**src/rtl/lpm_pkg.sv**
```systemverilog
// package: shared types, codes and helpers for the route table unit
`default_nettype none
package lpm_pkg;
   localparam int ROUTE_SLOTS_DEFAULT = 32;
   localparam int MAX_HOPS_DEFAULT = 8;
   localparam logic [7:0] HOST_LEN = 8'd128;

   localparam logic [2:0] CMD_ADD_HOST      = 3'd0;
   localparam logic [2:0] CMD_ADD_PREFIX    = 3'd1;
   localparam logic [2:0] CMD_REMOVE_HOST   = 3'd2;
   localparam logic [2:0] CMD_REMOVE_PREFIX = 3'd3;
   localparam logic [2:0] CMD_EXPIRE_HOST   = 3'd4;
   localparam logic [2:0] CMD_EXPIRE_PREFIX = 3'd5;
   localparam logic [2:0] CMD_LOOKUP        = 3'd6;

   localparam logic [1:0] ST_OK        = 2'd0;
   localparam logic [1:0] ST_INVALID   = 2'd1;
   localparam logic [1:0] ST_FULL      = 2'd2;
   localparam logic [1:0] ST_NOT_FOUND = 2'd3;

   typedef struct packed {
      logic [2:0]  command;
      logic [63:0] addr_high;
      logic [63:0] addr_low;
      logic [7:0]  prefix_bits;
      logic [7:0]  hop_count;
   } req_word_type;

   typedef struct packed {
      logic [1:0] status;
      logic       hit;
      logic [4:0] slot_index;
      logic [7:0] matched_bits;
      logic [5:0] prefix_routes;
   } rsp_word_type;

   // controller to datapath
   typedef struct packed {
      logic load;
      logic scan;
      logic finish;
   } dp_cmd_type;

   // datapath to controller
   typedef struct packed {
      logic scan_last;
   } dp_stat_type;

   function automatic logic [127:0] len_mask(input logic [7:0] len);
      logic [127:0] m;
      m = '0;
      if (len >= 8'd128) m = '1;
      else if (len != 8'd0) m = ~({128{1'b1}} >> len);
      return m;
   endfunction
endpackage
`default_nettype wire

```
**src/rtl/lpm_control.sv**
```systemverilog
// controller: sequences load, slot scan and commit
`default_nettype none
module lpm_control (
   input  wire                  clock,
   input  wire                  reset,
   input  wire                  start,
   input  lpm_pkg::dp_stat_type stat,
   output lpm_pkg::dp_cmd_type  cmd,
   output logic                 busy,
   output logic                 done
);
   import lpm_pkg::*;
   typedef enum logic [2:0] {IDLE, SCAN, DRAIN, TAIL, FINISH, REPLY} state_type;
   state_type state_ff;

   always_comb begin
      cmd.load = start && state_ff == IDLE;
      cmd.scan = state_ff == SCAN;
      cmd.finish = state_ff == FINISH;
      busy = state_ff != IDLE;
      done = state_ff == REPLY;
   end

   always_ff @(posedge clock) begin
      if (reset) state_ff <= IDLE;
      else begin
         case (state_ff)
            IDLE:   if (start) state_ff <= SCAN;
            SCAN:   if (stat.scan_last) state_ff <= DRAIN;
            DRAIN:  state_ff <= TAIL;
            TAIL:   state_ff <= FINISH;
            FINISH: state_ff <= REPLY;
            REPLY:  state_ff <= IDLE;
            default: state_ff <= IDLE;
         endcase
      end
   end
endmodule
`default_nettype wire

```
**config.mk**
```make
export PLATFORM = sky130hd
export DESIGN_NAME = lpm_control
export DESIGN_NICKNAME = d
export VERILOG_FILES = /design/src/rtl/lpm_pkg.sv /design/src/rtl/lpm_control.sv
export SDC_FILE = /design/constraint.sdc
export NUM_CORES = 1
export LEC_CHECK = 0
export ABC_CLOCK_PERIOD_IN_PS = 1000
export CORE_AREA = 3 3 40 42
export CTS_CLUSTER_SIZE = 24
export DETAILED_ROUTE_END_ITERATION = 12
export DIE_AREA = 0 0 43 45
export DONT_BUFFER_PORTS = 1
export PLACE_DENSITY = 0.3
export SLEW_MARGIN = 15
export SYNTH_ARGS = -nofsm -noshare
export SYNTH_HDL_FRONTEND = slang
export SYNTH_SLANG_ARGS = --single-unit
```
**constraint.sdc**
```tcl
create_clock -name clock -period 1 [get_ports clock]
set_clock_uncertainty 0.15 [all_clocks]
set_input_delay 0.1 -clock clock [delete_from_list [all_inputs] [get_ports clock]]
set_output_delay 0.1 -clock clock [all_outputs]
set_load 0.1 [all_outputs]
```
# After elaboration in Yosys (flattened, before gate mapping)
# Index checks and enable logic that the tools add are counted.
# totals
mem_bits_rw	0
rom_bits	0
inputBits	4
reg_bits	3
memories	0
latch_bits	0
elab_cells	15
out_inout_bits	5
# op_classes
n_eq_ne	7
n_mul	0
reduce_logical	4
addsub	0
muxes	3
div	0
shift	0
magnitude_cmp	0
bitwise_logic	0
# op_table
op	count
case mux 3 bit (5 select lines)	1
equality test 3 x 2 -> 1 bit, second input constant	2
equality test 3 bit, second input constant	2
two-way mux 3 bit	2
!= test 2 bit, second input constant	2
equality test 3 x 1 -> 1 bit, second input constant	1
zero test 3 bit	1
nonzero test 3 bit	1
AND reduction 2 bit	1
logical AND 1 bit	1

# Longest topological paths before layout
# Gate-level depths: netlist (run 1).
# logic_depth
depth_word	3
depth_mapped	3
ltp_nobuf	3

# Worst setup path after synthesis (run 1)
# Ideal clock, no wire load.
# synth_path
kind	flip-flop to output port
start	reg state_ff[1]
end	out cmd[1] in the netlist's numbering
path_slack_ns	-1.149
required_ns	0.750
path_stages_with_launch	3
path_buffers	0
arrival_ns	1.899
cell_sequence	dfxtp_1 and2b_2 nor2b_1
# synth_lines
element	line	rtl
start, declared	lpm_control.sv:14	state_type state_ff;
start signal, assigned	lpm_control.sv:25	if (reset) state_ff <= IDLE;
start signal, assigned	lpm_control.sv:28	IDLE: if (start) state_ff <= SCAN;
start signal, assigned	lpm_control.sv:29	SCAN: if (stat.scan_last) state_ff <= DRAIN;
end, declared	lpm_control.sv:8	output lpm_pkg::dp_cmd_type cmd,

==> results of run 1 <==
metal layers:
layer	up-vias	routed length (um)	global-route usage
met3	0	42	0.03187
li1	103	-	-
met4	0	0	0.07229
met5	-	0	0
met1	94	179	0.04578
met2	6	264	0.1018
through the flow:
| stage | util | total power [mW] | cell area [um^2] | worst slack (ps) | TNS (ps) |
|---|---|---|---|---|---|
| CTS | 0.3038 | 0.6791 | 390.4 | -518.5 | -2866 |
| floorplan | - | 0.3391 | 186.4 | -639.5 | -1628 |
| finish | 0.3077 | 0.6635 | 395.4 | -495.8 | -2844 |
| detailed placement | 0.2356 | 0.4227 | 302.8 | -263.7 | -1414 |
| global placement | 0.2356 | 0.4224 | 302.8 | -252.7 | -1414 |
| global route | 0.3077 | 0.7033 | 395.4 | -540.0 | -3299 |
how the worst min path moves through the flow:
| stage | from | endpoint | slack, ps |
|---|---|---|---|
| CTS | stat | state_ff[0]$_SDFFE_PP0P_ | 1 |
| finish | stat | state_ff[0]$_SDFFE_PP0P_ | -10 |
| global route | stat | state_ff[0]$_SDFFE_PP0P_ | 20 |
| floorplan | reset | state_ff[0]$_SDFFE_PP0P_ | 10 |
| global placement | reset | state_ff[0]$_SDFFE_PP0P_ | 20 |
| detailed placement | reset | state_ff[0]$_SDFFE_PP0P_ | 20 |
layout make-up:
class / instances / area [um^2] / area share
timing repair buffer: 13 / 150.1 / 0.3797
multi-input combinational: 16 / 126.4 / 0.3196
sequential: 3 / 62.56 / 0.1582
clock buffer: 4 / 26.28 / 0.06646
tap: 15 / 18.77 / 0.04747
inverter: 2 / 11.26 / 0.02848
cells in the mapped netlist:
| cell | count | share of area |
|---|---|---|
| a21oi_1 | 3 | 0.088 |
| dfxtp_1 | 3 | 0.35 |
| and2b_2 | 2 | 0.10 |
| inv_1 | 2 | 0.044 |
| and2_1 | 1 | 0.037 |
| nand2_1 | 1 | 0.022 |
| nand3b_1 | 1 | 0.044 |
| nor2_1 | 1 | 0.022 |
| nor2_2 | 1 | 0.037 |
| nor2b_1 | 1 | 0.037 |
| nor3_1 | 1 | 0.029 |
| nor3b_1 | 1 | 0.044 |
| o21ai_0 | 1 | 0.029 |
| o21bai_1 | 1 | 0.044 |
| or3_4 | 1 | 0.066 |
logic make-up (layout without fill, tap and decap cells):
logic type / Yosys count / in the layout
AND/OR/NAND/NOR: 11 / 11
AO/OA/AOI/OAI: 5 / 5
flip-flops: 3 / 3
buffers and inverters: 2 / 19
report_power, final:
group / internal (mW) / leakage, nW / switching [mW] / total, mW
Combinational: 0.123 / 0.123 / 0.195 / 0.317
Clock: 0.149 / 0.0150 / 0.0586 / 0.208
Sequential: 0.131 / 0.0253 / 0.00739 / 0.139
critical path, stage by stage (launching register included):
cell	delay [ps]
dfxtp_2	330
or3_4	400
nor2_4	110
buf_12	180
what timing repair did:
action,4_1_cts,5_1_grt
buffers inserted,2,1
pin swaps,1,3
setup endpoints to repair,8,8
endpoints found under the hold margin,3,0
resized for setup,4,2
hold buffers,3,0
==> flow_summary.yaml, run 1 <==
clock_tree:
  clk_path_buf_depth: 2
  h-tree-depth: 1
  insertion_delay_ps: 230
  clkSlewWorstSetupHoldPaths_ps: 40
  cts_root_buf: "clkbuf_4"
  cts_tree: "done"
  cts.sinks: 3
  cts-buffers-inserted: 3
layout:
  n_antenna_cell: 0
  fillers: 140
  finalNonFillerCells: 53
  drive_above_1_share: 0.6316
  syn_to_final_growth_pct: 132.4
  final_cell_mix: "buf_4 (5), clkbuf_4 (3), dlygate4sd3_1 (3), buf_12 (3)"
  final_common_cell: "buf_4"
  largest_reg_flops: 3
  regMostFlops: "state_ff"
  reg_top3: "state_ff: 3 flops"
  nets: 43
global_route:
  antenna_found_initial: 0
  grt_max_degree: 8
  grt_pass1_vias: 237
  grt_use_total: 0.06078
  grt_pass1_wl_um: 834
  grt-ovfl-total: 0
synthesis:
  synth_simple_gate_area_share: 0.4412
  synthCells: 21
  synthesis.nets: 25
  ys_types: 15
  synth_mux_area_frac: 0
  yosys_warnings: 0
  ys_seq_elements: 3
  synth_xor_area_frac: 0
  synth_top_family_by_area: "simple AND/OR/NAND/NOR gates"
  synth_area_um2: 170.2
  synthAdderAreaFrac: 0
  postSynthAreaPerCell_um2: 8.103
  synth_compound_area_frac: 0.1618
  seq_area_frac_synth: 0.3529
worst_setup_path:
  crit_start: "state_ff[1]$_SDFFE_PP0P_"
  r2r_end: "state_ff[2]$_SDFFE_PP0P_"
  cp_data_arrival_time_ps: 1250
  end_kind: "primary output"
  r2r_start: "state_ff[0]$_SDFFE_PP0P_"
  critPathLaunchType: "flop"
  crit_path_end: "cmd[2]"
  worstRegToRegCells: 6
  path_max_fanout: 5
  cp.required_ps: 750
  r2r_slack_ps: -280
  criticalPathCategory: "flop to primary output"
timing:
  timing.slew.headroom: 0.8065
  post-route-period-util: 1.496
  finalMaxSlewViolations: 0
  holdWs_ps: -10.07
  max_freq_mhz: 668.5
  period_needed_ps: 1496
  tightest_slew_ps: 291.7
  hold_violations: 1
  setup_ws_ps: -495.8
  setup_viol: 8
  grt_setup_unrepaired: "true"
floorplanning:
  coreArea_mm2: 0.001285
  die_h_um: 45
  ios: 9
  die_area_mm2: 0.001935
  start_util: 0.1324
  die_x_um: 43
  num_rows: 13
hold_path:
  min_path_type: "primary input to flop"
  holdPathStages: 3
power_and_ir_drop:
  vdd_drop_max_mv: 0.5588
  p_per_area_mw_per_mm2: 1678
  leakage_nw: 0.1628
routing:
  drc: 0
  vias: 203
  wl_per_cell_um: 9.170
  ant_nets: 0
  drt-vias-per-instance: 3.830
  routed_wl_um: 486
  dr.pass1.iters: 1
  drt_iter0_markers: 0
outcome:
  status: "finished with violations"
  violations: "hold timing, setup timing"
place:
  globalplace.congestion: 0.6775
  dp.cells: 44
  portBuffers: 0
run:
  drv_cap: 0
(Power assumes the default switching activity.)
==> run 2: changes to the inputs <==
Settings changed: BUFFER_PORTS_ARGS set to -buffer_cell sky130_fd_sc_hd__buf_2, DONT_BUFFER_PORTS 1 to not set, PLACE_DENSITY 0.3 to 0.33.
==> flow_summary.yaml, run 2 (synthesis gave the netlist of run 1 again) <==
outcome:
  status: "finished with violations"
  violations: "setup timing"
run:
  drv_cap: 0
worst_setup_path:
  worstRegToRegCells: 7
  cp.depth: 3
  crit_chain: "or3_4 > nor2_4 > buf_12"
  critPathLaunchType: "flop"
  cp.required_ps: 750
  crit_family: "simple AND/OR/NAND/NOR gates"
  cpMaxStageDelayCell: "or3_4"
  crit_buf_inv: 1
  critPathMaxStageDelay_ps: 400
  cp_data_arrival_time_ps: 1240
  path_max_fanout: 4
  end_kind: "primary output"
  criticalPathCategory: "flop to primary output"
place:
  portBuffers: 8
  globalplace.congestion: 0.7332
  dp.cells: 49
  placed_area_um2: 342.8
  pre_cts_ws_ps: -262.9
power_and_ir_drop:
  swShare: 0.3890
  internal-power_mw: 0.4228
  clock_power_share: 0.299
  p_per_area_mw_per_mm2: 1540
  total_power_mw: 0.6920
  vdd_drop_max_mv: 0.5083
  comb_power_share: 0.499
  leakage_nw: 0.1947
  seq_power_share: 0.202
  p_sw_mw: 0.2692
floorplanning:
  die_h_um: 45
  start_util: 0.1324
  coreArea_mm2: 0.001285
  ios: 9
  num_rows: 13
  die_x_um: 43
  die_area_mm2: 0.001935
layout:
  regMostFlops: "state_ff"
  syn_to_final_growth_pct: 164.0
  n_antenna_cell: 0
  design_area_um2: 449.2
  fillers: 136
  final_common_cell: "buf_4"
  reg_top3: "state_ff: 3 flops"
  final_cell_mix: "buf_4 (9), buf_12 (4), clkbuf_4 (3), buf_2 (3)"
  drive_above_1_share: 0.7727
  finalNonFillerCells: 59
  largest_reg_flops: 3
  nets: 49
routing:
  drt_iter0_markers: 0
  dr.pass1.iters: 1
  routed_wl_um: 494
  wl_per_cell_um: 8.373
  drt-vias-per-instance: 3.881
  ant_nets: 0
  drc: 0
  vias: 229
timing:
  period_needed_ps: 1487
  timing.slew.headroom: 0.8161
  tightest_slew_ps: 278.1
  hold_violations: 0
  holdWs_ps: 20.78
  finalMaxSlewViolations: 0
  grt_setup_unrepaired: "true"
  max_freq_mhz: 672.3
  post-route-period-util: 1.487
  setup_viol: 8
  setup_ws_ps: -487.4
clock_tree:
  clk_path_buf_depth: 2
  cts-buffers-inserted: 3
  insertion_delay_ps: 230
  cts_tree: "done"
  clkSlewWorstSetupHoldPaths_ps: 40
  h-tree-depth: 1
  cts_root_buf: "clkbuf_4"
  cts.sinks: 3
hold_path:
  holdPathStages: 3
  min_path_type: "primary input to flop"
global_route:
  antenna_found_initial: 0
  grt_max_degree: 8
  grt-ovfl-total: 0
  grt_use_total: 0.07161
  grt_pass1_vias: 255
  grt_pass1_wl_um: 966
run 2: worst min-delay path, stage by stage:
cell	delay, ps
buf_2	100
a21oi_2	50
nor3_1	100
run 2: layer usage:
| metal | track usage | share of wire | up-vias |
|---|---|---|---|
| met5 | 0 | 0 | - |
| met1 | 0.05542 | 0.35 | 106 |
| li1 | - | - | 116 |
| met4 | 0.07229 | 0 | 0 |
| met3 | 0.04382 | 0.10 | 0 |
| met2 | 0.1198 | 0.55 | 7 |
run 2: power by group through the flow:
| stage | registers, mW | clock network (mW) | logic [mW] |
|---|---|---|---|
| final | 0.140 | 0.207 | 0.345 |
| after global routing | 0.142 | 0.229 | 0.361 |
| after CTS | 0.140 | 0.219 | 0.346 |
| after detailed placement | 0.141 | 0 | 0.290 |
| after global placement | 0.141 | 0 | 0.290 |
| after floorplan | 0.142 | 0 | 0.197 |
run 2: worst paths after layout:
path	startpoint	end	slack (ps)
max reg2reg	state_ff[0]$_SDFFE_PP0P_	state_ff[2]$_SDFFE_PP0P_	-300
min	stat	state_ff[1]$_SDFFE_PP0P_	20
max	state_ff[1]$_SDFFE_PP0P_	cmd[2]	-490
min reg2reg	state_ff[2]$_SDFFE_PP0P_	state_ff[1]$_SDFFE_PP0P_	430
run 2: what timing repair did:
action                                 CTS  global route
setup endpoints to repair                8             8
pin swaps                                2             0
endpoints found under the hold margin    3             0
buffers inserted                         5             0
cloned                                   0             0
gates resized for setup                  9             0
hold buffers                             1             0
run 2: metrics by stage:
stage | setup TNS (ps) | util
6_report | -2831 | 0.3496
5_1_grt | -3306 | 0.3496
4_1_cts | -2861 | 0.3496
3_5_place_dp | -1491 | 0.2668
3_3_place_gp | -1496 | 0.2668
2_1_floorplan | -1628 | -
run 2: layout make-up:
| class | instances | area (um^2) | area share |
|---|---|---|---|
| Timing Repair Buffer | 19 | 195.2 | 0.4345 |
| Inverter | 2 | 11.26 | 0.02507 |
| Sequential cell | 3 | 62.56 | 0.1393 |
| Multi-Input combinational cell | 16 | 135.1 | 0.3008 |
| Tap cell | 15 | 18.77 | 0.04178 |
| Clock buffer | 4 | 26.28 | 0.05850 |
==> run 3: changes to the inputs <==
Settings changed: HOLD_SLACK_MARGIN set to 0.1.
==> flow_summary.yaml, run 3 (synthesis gave the netlist of run 1 again) <==
outcome:
  status: "finished with violations"
  violations: "setup timing"
place:
  pre_cts_ws_ps: -262.9
  portBuffers: 8
  dp.cells: 49
  globalplace.congestion: 0.7332
floorplanning:
  die_x_um: 43
  die_h_um: 45
  num_rows: 13
  die_area_mm2: 0.001935
  ios: 9
  coreArea_mm2: 0.001285
  start_util: 0.1324
worst_setup_path:
  r2r_start: "state_ff[0]$_SDFFE_PP0P_"
  crit_chain: "or3_4 > nor2_4 > buf_12"
  r2r_slack_ps: -300
  path_max_fanout: 4
  critPathMaxStageDelay_ps: 400
  end_kind: "primary output"
  cp_data_arrival_time_ps: 1240
  cpMaxStageDelayCell: "or3_4"
  critPathLaunchType: "flop"
  cp.required_ps: 750
  worstRegToRegCells: 7
  criticalPathCategory: "flop to primary output"
  r2r_end: "state_ff[2]$_SDFFE_PP0P_"
global_route:
  grt_pass1_wl_um: 966
  grt-ovfl-total: 0
  grt_max_degree: 8
  grt_use_total: 0.07161
  antenna_found_initial: 0
  grt_pass1_vias: 255
layout:
  reg_top3: "state_ff: 3 flops"
  final_cell_mix: "buf_4 (9), buf_12 (4), clkbuf_4 (3), buf_2 (3)"
  largest_reg_flops: 3
  n_antenna_cell: 0
  nets: 50
  regMostFlops: "state_ff"
  final_common_cell: "buf_4"
  drive_above_1_share: 0.7556
  syn_to_final_growth_pct: 169.9
  finalNonFillerCells: 60
timing:
  setup_ws_ps: -487.4
  max_freq_mhz: 672.3
  timing.slew.headroom: 0.8161
  grt_setup_unrepaired: "true"
  tns_ps: -2816
  setup_viol: 8
  tightest_slew_ps: 278.1
  period_needed_ps: 1487
  hold_violations: 0
  finalMaxSlewViolations: 0
  post-route-period-util: 1.487
clock_tree:
  cts_root_buf: "clkbuf_4"
  clk_path_buf_depth: 2
  cts_tree: "done"
  h-tree-depth: 1
  postCtsHoldBufs: 2
  cts.sinks: 3
  insertion_delay_ps: 230
  cts-buffers-inserted: 3
  clkSlewWorstSetupHoldPaths_ps: 40
routing:
  dr.pass1.iters: 1
  wl_per_cell_um: 8.300
  vias: 230
  drt-vias-per-instance: 3.833
  routed_wl_um: 498
  ant_nets: 0
  drt_iter0_markers: 0
  drc: 0
run:
  drv_cap: 0
hold_path:
  min_path_type: "primary input to flop"
  hold_path.startpoint: "start"
  holdPathEnd: "state_ff[0]$_SDFFE_PP0P_"
  holdPathStages: 3
power_and_ir_drop:
  vdd_drop_max_mv: 0.5082
  leakage_nw: 0.1989
  p_per_area_mw_per_mm2: 1512
## run 3: repair_timing
| item | CTS | global route |
|---|---|---|
| gates resized for setup | 9 | 0 |
| buffers inserted | 5 | 0 |
| endpoints found under the setup margin | 8 | 8 |
| hold endpoints to repair | 3 | 1 |
| pin swaps | 2 | 0 |
## run 3: critical path, delay by kind of cell, from the launching register on
kind	cells	cell delay [ps]
and+or+nand+nor	2	510
DFF	1	320
buffers and inverters	1	180
## run 3: worst max-delay path by stage
stage | start | endpoint | slack (ps) | cells past startpoint
2_1_floorplan | state_ff[1]$_SDFFE_PP0P_ | cmd[2] | -640 | 2
3_3_place_gp | state_ff[1]$_SDFFE_PP0P_ | busy | -260 | 2
3_5_place_dp | state_ff[1]$_SDFFE_PP0P_ | busy | -260 | 2
4_1_cts | state_ff[1]$_SDFFE_PP0P_ | cmd[2] | -500 | 3
5_1_grt | state_ff[1]$_SDFFE_PP0P_ | cmd[2] | -530 | 3
6_report | state_ff[1]$_SDFFE_PP0P_ | cmd[2] | -490 | 3
## run 3: routing by layer
| metal | GRT usage | routed length (um) | up-vias |
|---|---|---|---|
| li1 | - | - | 118 |
| met1 | 0.05542 | 175 | 105 |
| met2 | 0.1198 | 270 | 7 |
| met3 | 0.04382 | 51 | 0 |
| met4 | 0.07229 | 0 | 0 |
| met5 | 0 | 0 | - |
## run 3: metrics by stage
step	power [mW]	hold slack, ps	util	instance area, um^2
global placement	0.4315	145.0	0.2668	342.8
global route	0.7351	64.20	0.3574	459.2
finish	0.6945	37.75	0.3574	459.2
detailed placement	0.4307	143.2	0.2668	342.8
CTS	0.7072	34.39	0.3574	459.2
floorplan	0.3391	11.65	-	186.4
## run 3: power breakdown
group          total [mW]  internal (mW)  leakage, nW  switching (mW)
combinational       0.348          0.145        0.159           0.203
clock               0.207          0.149       0.0150          0.0576
sequential          0.140          0.131       0.0253         0.00865
total               0.694          0.425        0.199           0.269
## run 3: layout make-up
type	instances	area [um^2]
Tap cell	15	18.77
Sequential cell	3	62.56
Fill cell	135	825.8
Timing Repair Buffer	20	205.2
Multi-Input combinational cell	16	135.1
Inverter	2	11.26
Clock buffer	4	26.28
